===== config.mk =====
export PLATFORM = sky130hd
export DESIGN_NAME = base64url_stream_decoder_flat
export DESIGN_NICKNAME = d
export VERILOG_FILES = /design/src/b64d_pkg.sv /design/src/b64d_char_if.sv /design/src/b64d_byte_if.sv /design/src/b64d_digit_map.sv /design/src/b64d_group.sv /design/src/base64url_stream_decoder.sv /design/src/flat_wrapper.sv
export SDC_FILE = /design/constraint.sdc
export NUM_CORES = 1
export LEC_CHECK = 0
export BUFFER_PORTS_ARGS = -buffer_cell sky130_fd_sc_hd__buf_2
export CORE_UTILIZATION = 40
export CTS_BUF_LIST = sky130_fd_sc_hd__clkbuf_4
export CTS_CLUSTER_SIZE = 28
export DETAILED_ROUTE_END_ITERATION = 8
export GPL_TIMING_DRIVEN = 0
export PLACE_DENSITY = 0.67
export REMOVE_ABC_BUFFERS = 1
export SLEW_MARGIN = 20
export SYNTH_ARGS = -nofsm -noshare
export SYNTH_HDL_FRONTEND = slang
export SYNTH_HIERARCHICAL = 1
export SYNTH_SLANG_ARGS = --single-unit

===== constraint.sdc =====
create_clock -name clk -period 5.7 [get_ports clk]
set_input_delay 0.285 -clock clk [delete_from_list [all_inputs] [get_ports clk]]
set_output_delay 0.285 -clock clk [all_outputs]
set_load 0.01 [all_outputs]

===== src/b64d_pkg.sv =====
package b64d_pkg;

    // character codes
    localparam logic [7:0] CH_UPPER_A = 8'd65;
    localparam logic [7:0] CH_UPPER_Z = 8'd90;
    localparam logic [7:0] CH_LOWER_A = 8'd97;
    localparam logic [7:0] CH_LOWER_Z = 8'd122;
    localparam logic [7:0] CH_ZERO    = 8'd48;
    localparam logic [7:0] CH_NINE    = 8'd57;
    localparam logic [7:0] CH_DASH    = 8'd45;
    localparam logic [7:0] CH_PLUS    = 8'd43;
    localparam logic [7:0] CH_UNDER   = 8'd95;
    localparam logic [7:0] CH_SLASH   = 8'd47;
    localparam logic [7:0] CH_EQUALS  = 8'd61;

    // digit offsets and fixed digits
    localparam logic [5:0] DIGIT_LOWER_BASE = 6'd26;
    localparam logic [5:0] DIGIT_NUM_BASE   = 6'd52;
    localparam logic [5:0] DIGIT_62         = 6'd62;
    localparam logic [5:0] DIGIT_63         = 6'd63;

    localparam logic [5:0] CARRY_LOW4_MASK = 6'h0f;
    localparam logic [5:0] CARRY_LOW2_MASK = 6'h03;

    // position within a group of four characters
    localparam logic [1:0] GRP_POS_FIRST  = 2'd0;
    localparam logic [1:0] GRP_POS_SECOND = 2'd1;
    localparam logic [1:0] GRP_POS_THIRD  = 2'd2;
    localparam logic [1:0] GRP_POS_FOURTH = 2'd3;

    typedef struct packed {
        logic [5:0] value;
        logic       bad;
        logic       pad;
    } b64d_digit_t;

    typedef struct packed {
        logic [7:0] byte_out;
        logic       byte_valid;
        logic       last_out;
        logic       decode_error;
    } b64d_result_t;

    typedef struct packed {
        logic [1:0] pos;
        logic       err;
    } b64d_status_t;

endpackage


===== src/b64d_char_if.sv =====
interface b64d_char_if;
    logic       valid;
    logic       ready;
    logic [7:0] char_in;
    logic       last_char;

    modport source (output valid, output char_in, output last_char, input ready);
    modport sink (input valid, input char_in, input last_char, output ready);
endinterface


===== src/b64d_byte_if.sv =====
interface b64d_byte_if;
    logic       valid;
    logic       ready;
    logic [7:0] byte_out;
    logic       byte_valid;
    logic       last_out;
    logic       decode_error;

    modport source (output valid, output byte_out, output byte_valid, output last_out,
                    output decode_error, input ready);
    modport sink (input valid, input byte_out, input byte_valid, input last_out,
                  input decode_error, output ready);
endinterface


===== src/b64d_digit_map.sv =====
module b64d_digit_map
    import b64d_pkg::*;
(
    input  logic [7:0]  char_in,
    output b64d_digit_t digit
);

    logic [7:0] offset;

    always_comb
    begin
        offset      = 8'd0;
        digit.value = 6'd0;
        digit.bad   = 1'b0;
        digit.pad   = (char_in == CH_EQUALS);
        if (char_in >= CH_UPPER_A && char_in <= CH_UPPER_Z)
        begin
            offset      = char_in - CH_UPPER_A;
            digit.value = offset[5:0];
        end
        else if (char_in >= CH_LOWER_A && char_in <= CH_LOWER_Z)
        begin
            offset      = char_in - CH_LOWER_A;
            digit.value = offset[5:0] + DIGIT_LOWER_BASE;
        end
        else if (char_in >= CH_ZERO && char_in <= CH_NINE)
        begin
            offset      = char_in - CH_ZERO;
            digit.value = offset[5:0] + DIGIT_NUM_BASE;
        end
        else if (char_in == CH_DASH || char_in == CH_PLUS)
        begin
            digit.value = DIGIT_62;
        end
        else if (char_in == CH_UNDER || char_in == CH_SLASH)
        begin
            digit.value = DIGIT_63;
        end
        else
        begin
            // decode anything else as digit zero
            digit.bad = 1'b1;
        end
    end

endmodule


===== src/b64d_group.sv =====
module b64d_group
    import b64d_pkg::*;
(
    input  logic         clk,
    input  logic         rst_n,
    input  logic         advance,
    input  b64d_digit_t  digit,
    input  logic         last_char,
    output logic         has_result,
    output b64d_result_t result,
    output b64d_status_t status
);

    logic [1:0] pos_reg, pos_next;
    logic [5:0] carry_reg, carry_next;
    logic       err_reg, err_next;
    logic [5:0] carry_low4, carry_low2;
    logic       err_set;
    logic       have_byte;
    logic [7:0] byte_val;
    logic       err_total;

    assign carry_low4 = carry_reg & CARRY_LOW4_MASK;
    assign carry_low2 = carry_reg & CARRY_LOW2_MASK;

    always_comb
    begin
        // padding in the back half of a group is legal
        err_set   = digit.bad && !(digit.pad && pos_reg[1]);
        have_byte = 1'b0;
        byte_val  = 8'd0;
        carry_next = digit.value;
        case (pos_reg)
            GRP_POS_FIRST:
            begin
                carry_next = digit.value;
            end
            GRP_POS_SECOND:
            begin
                byte_val  = {carry_reg, digit.value[5:4]};
                have_byte = 1'b1;
            end
            GRP_POS_THIRD:
            begin
                byte_val  = {carry_low4[3:0], digit.value[5:2]};
                have_byte = !digit.pad;
            end
            GRP_POS_FOURTH:
            begin
                byte_val   = {carry_low2[1:0], digit.value};
                have_byte  = !digit.pad;
                carry_next = 6'd0;
            end
            default:
            begin
                carry_next = 6'd0;
            end
        endcase
        if (!have_byte)
        begin
            byte_val = 8'd0;
        end

        // a string ending on the first character of a group is invalid
        err_total = err_reg || err_set || (last_char && pos_reg == GRP_POS_FIRST);

        has_result          = have_byte || last_char;
        result.byte_out     = byte_val;
        result.byte_valid   = have_byte;
        result.last_out     = last_char;
        result.decode_error = last_char && err_total;

        pos_next = pos_reg + 2'd1;
        err_next = err_reg || err_set;
        if (last_char)
        begin
            pos_next   = GRP_POS_FIRST;
            carry_next = 6'd0;
            err_next   = 1'b0;
        end
    end

    always_ff @(posedge clk or negedge rst_n)
    begin
        if (!rst_n)
        begin
            pos_reg   <= GRP_POS_FIRST;
            carry_reg <= 6'd0;
            err_reg   <= 1'b0;
        end
        else if (advance)
        begin
            pos_reg   <= pos_next;
            carry_reg <= carry_next;
            err_reg   <= err_next;
        end
    end

    assign status.pos = pos_reg;
    assign status.err = err_reg;

endmodule


===== src/base64url_stream_decoder.sv =====
// A character accepted is held in the input register, decoded there, and its word is loaded into the output register.
// Throughput: one character per cycle; the input register and the output register
// each take a new word while the one ahead moves on, so only output stalls slow it.
// Characters that complete no byte and do not end a string give no output word.
// Reset (rst_n low, asynchronous) empties both registers and clears the group state.
module base64url_stream_decoder
    import b64d_pkg::*;
(
    input logic         clk,
    input logic         rst_n,
    b64d_char_if.sink   chars,
    b64d_byte_if.source bytes
);

    logic         s1_valid_reg;
    logic [7:0]   s1_char_reg;
    logic         s1_last_reg;
    logic         out_valid_reg;
    b64d_result_t out_reg;

    b64d_digit_t  digit;
    b64d_result_t result;
    b64d_status_t status;
    logic         has_result;
    logic         out_take;
    logic         s1_fire;

    assign out_take     = !out_valid_reg || bytes.ready;
    assign s1_fire      = s1_valid_reg && (!has_result || out_take);
    assign chars.ready  = !s1_valid_reg || s1_fire;

    b64d_digit_map u_digit_map (
        .char_in (s1_char_reg),
        .digit   (digit)
    );

    b64d_group u_group (
        .clk        (clk),
        .rst_n      (rst_n),
        .advance    (s1_fire),
        .digit      (digit),
        .last_char  (s1_last_reg),
        .has_result (has_result),
        .result     (result),
        .status     (status)
    );

    always_ff @(posedge clk or negedge rst_n)
    begin
        if (!rst_n)
        begin
            s1_valid_reg <= 1'b0;
        end
        else if (chars.ready)
        begin
            s1_valid_reg <= chars.valid;
        end
    end

    always_ff @(posedge clk)
    begin
        if (chars.ready && chars.valid)
        begin
            s1_char_reg <= chars.char_in;
            s1_last_reg <= chars.last_char;
        end
    end

    always_ff @(posedge clk or negedge rst_n)
    begin
        if (!rst_n)
        begin
            out_valid_reg <= 1'b0;
        end
        else if (s1_fire && has_result)
        begin
            out_valid_reg <= 1'b1;
        end
        else if (bytes.ready)
        begin
            out_valid_reg <= 1'b0;
        end
    end

    always_ff @(posedge clk)
    begin
        if (s1_fire && has_result)
        begin
            out_reg <= result;
        end
    end

    assign bytes.valid        = out_valid_reg;
    assign bytes.byte_out     = out_reg.byte_out;
    assign bytes.byte_valid   = out_reg.byte_valid;
    assign bytes.last_out     = out_reg.last_out;
    assign bytes.decode_error = out_reg.decode_error;

    a_err_only_on_last: assert property (@(posedge clk) disable iff (!rst_n)
        bytes.valid && bytes.decode_error |-> bytes.last_out)
        else $error("decode_error set on a word that does not close a string");

    a_word_has_reason: assert property (@(posedge clk) disable iff (!rst_n)
        bytes.valid && !bytes.byte_valid |-> bytes.last_out && bytes.byte_out == 8'd0)
        else $error("output word carries neither a byte nor the end of a string");

    a_state_clears_at_end: assert property (@(posedge clk) disable iff (!rst_n)
        s1_fire && s1_last_reg |=> status.pos == GRP_POS_FIRST && !status.err)
        else $error("group state not cleared after the end of a string");

    a_no_overwrite: assert property (@(posedge clk) disable iff (!rst_n)
        out_valid_reg && !bytes.ready |-> !(s1_fire && has_result))
        else $error("stalled output word overwritten");

endmodule

===== src/flat_wrapper.sv =====
// flat-port wrapper written by rule: the top's interface ports become plain ports
module base64url_stream_decoder_flat import b64d_pkg::*;
  (clk, rst_n, chars_valid, chars_char_in, chars_last_char, chars_ready, bytes_valid, bytes_byte_out, bytes_byte_valid, bytes_last_out, bytes_decode_error, bytes_ready);
  b64d_char_if chars_i ();
  b64d_byte_if bytes_i ();
  input logic clk;
  input logic rst_n;
  input wire logic [$bits(chars_i.valid)-1:0] chars_valid;
  input wire logic [$bits(chars_i.char_in)-1:0] chars_char_in;
  input wire logic [$bits(chars_i.last_char)-1:0] chars_last_char;
  output wire logic [$bits(chars_i.ready)-1:0] chars_ready;
  output wire logic [$bits(bytes_i.valid)-1:0] bytes_valid;
  output wire logic [$bits(bytes_i.byte_out)-1:0] bytes_byte_out;
  output wire logic [$bits(bytes_i.byte_valid)-1:0] bytes_byte_valid;
  output wire logic [$bits(bytes_i.last_out)-1:0] bytes_last_out;
  output wire logic [$bits(bytes_i.decode_error)-1:0] bytes_decode_error;
  input wire logic [$bits(bytes_i.ready)-1:0] bytes_ready;
  assign chars_i.valid = chars_valid;
  assign chars_i.char_in = chars_char_in;
  assign chars_i.last_char = chars_last_char;
  assign chars_ready = chars_i.ready;
  assign bytes_valid = bytes_i.valid;
  assign bytes_byte_out = bytes_i.byte_out;
  assign bytes_byte_valid = bytes_i.byte_valid;
  assign bytes_last_out = bytes_i.last_out;
  assign bytes_decode_error = bytes_i.decode_error;
  assign bytes_i.ready = bytes_ready;
  base64url_stream_decoder u_core (.clk(clk), .rst_n(rst_n), .chars(chars_i), .bytes(bytes_i));
endmodule

==> results.py <==
metrics = {
    "status": {
        "run_status": "completed",
    },
    "die": {
        "start_util_pct": 42.8,
        "io_pins": 26,
        "die_h_um": 74.0,
        "coreArea_um2": 4850,
        "die_w_um": 74.0,
        "row_count": 25,
        "die_area_um2": 5480,
    },
    "job": {
        "maxCapViolCount": 0,
    },
    "power_and_ir_drop": {
        "sequentialPowerShare_pct": 47.2,
        "swShare_pct": 38.0,
        "power_uw": 713,
        "switchingPower_uw": 271,
        "power.density_nw_per_um2": 314,
        "p_comb_share_pct": 36.0,
        "pwr-share-clk_pct": 16.8,
        "p_leak_uw": 0.000894,
        "p_int_uw": 442,
        "peakVddDrop_uv": 166,
    },
    "layout": {
        "final_cell_mix": "buf_2 (25), edfxtp_1 (20), nand2_1 (16), ha_1 (16), inv_1 (13)",
        "multiInputGateArea_um2": 1070,
        "final-seq-area_um2": 876,
        "fillers": 451,
        "syn2layout_area_growth_pct": 9.40,
        "final_cells": 282,
        "antenna_cells": 0,
        "final_area_um2": 2270,
        "drive_gt1_share_pct": 21.9,
        "fin_nets": 243,
        "layout_commonest_cell": "buf_2",
    },
    "setup_path": {
        "cp.required_ns": 5.85,
        "arrival_ns": 3.37,
        "end_kind": "flop",
        "reg2reg_depth": 9,
        "critPathMaxFanout": 8,
        "startpoint_type": "flop",
        "crit_type": "flop to flop",
    },
    "synth": {
        "avgSynthCellArea_um2": 10.6,
        "syn_inst": 195,
        "yosys_warnings": 6,
        "syn_area_um2": 2080,
    },
    "global_routing": {
        "grt_max_degree": 19,
        "track_usage_pct": 16.2,
        "grt_pass1_wl_um": 6700,
        "antenna_found_initial": 0,
        "grt_pass1_vias": 1439,
        "overflow": 0,
    },
    "drt": {
        "drt-initial-drc-count": 182,
        "wl_um": 4060,
        "dr.pass1.iters": 5,
        "post_drt_wl_per_cell_um": 14.4,
        "drc": 0,
        "antenna_left": 0,
        "vias": 1599,
        "viasPerCell": 5.67,
    },
    "placed_design": {
        "post_dp_cell_area_um2": 2200,
        "dp.cells": 273,
        "hpwl_um": 2970,
        "io_buffers": 25,
        "gp_congestion": 0.884,
    },
    "cts": {
        "htree_levels": 2,
        "tritoncts": "done",
        "clk_latency_ns": 0.33,
        "root_buffer": "clkbuf_4",
        "post_cts_buffers": 0,
        "cts_buffer_depth": 2,
        "cts_buffers": 5,
        "hold_buffers": 1,
        "cts.clk_slew.worst_paths_ns": 0.09,
        "cts_sinks": 31,
        "cts-resized-gates": 0,
    },
    "timing": {
        "clock_skew_ns": 0.0126,
        "period_minus_slack_ns": 3.22,
        "finalSetupViolCount": 0,
        "finalCritPeriodShare_pct": 56.5,
        "slew_headroom_pct": 43.4,
        "grt_setup_unrepaired": "no",
        "fin_tns_setup_ns": 0,
        "clock.fmax_mhz": 310,
        "hold_viol": 0,
        "worst_pin_slew_ns": 0.846,
        "slew_violations": 0,
    },
    "hold_path": {
        "hold_path.class": "input pin to flop",
        "hold_path_depth": 1,
    },
}
## final cells by class
| cell class | instances | area share, % |
|---|---|---|
| well taps | 67 | 3.69 |
| multi-input cells | 137 | 47.3 |
| flip-flops and latches | 31 | 38.6 |
| repair buffers | 26 | 5.95 |
| clock buffers | 6 | 1.98 |
| clock inverters | 2 | 0.331 |
| inverters | 13 | 2.15 |
## worst max-delay path: stages, from the launching register on
cell      delay (ns)
edfxtp_1        0.52
inv_1           0.22
ha_1            0.29
a21o_1          0.20
and3_1          0.20
nor3_2          0.43
nor4_1          0.15
a221oi_1        0.58
a222oi_1        0.23
a211oi_1        0.25
## metrics by stage
stage                     worst slack, ns  hold WS (ns)  util, %
final                                2.48         0.135     46.8
after detailed placement             2.29         0.166     45.5
after floorplan                      2.88       -0.0106        -
after global placement               2.35         0.166     45.5
after CTS                            2.27         0.126     46.8
after global routing                 2.14         0.115     46.8
## path summary, 6_finish.rpt
path / slack [ns] / from / end
max in group asynchronous: 5.13 / rst_n / u_core/s1_valid_reg
worst max register to register: 2.48 / u_core/s1_char_reg[2] / u_core/bytes.byte_out[5]
min in group asynchronous: 0.35 / rst_n / u_core/u_group/pos_reg[0]
worst min-delay path: 0.13 / chars_char_in[7] / u_core/s1_char_reg[7]
worst max-delay path: 2.48 / u_core/s1_char_reg[2] / u_core/bytes.byte_out[5]
worst min register to register: 0.55 / u_core/u_group/err_reg / u_core/u_group/err_reg
## per-layer routing
metal	vias up	part of all wire, %	track usage, %
met4	0	1.1	4.70
met5	-	0	0
met1	753	48	23.4
met3	6	5.4	4.07
li1	783	-	-
met2	57	45	24.1
## power by group through the flow
stage | combinational, µW | clock [µW] | sequential [µW]
global route | 288 | 134 | 344
detailed placement | 252 | 0 | 341
CTS | 254 | 124 | 336
finish | 257 | 120 | 337
floorplan | 178 | 0 | 341
global placement | 249 | 0 | 339
Power figures use the tool's default switching activity.
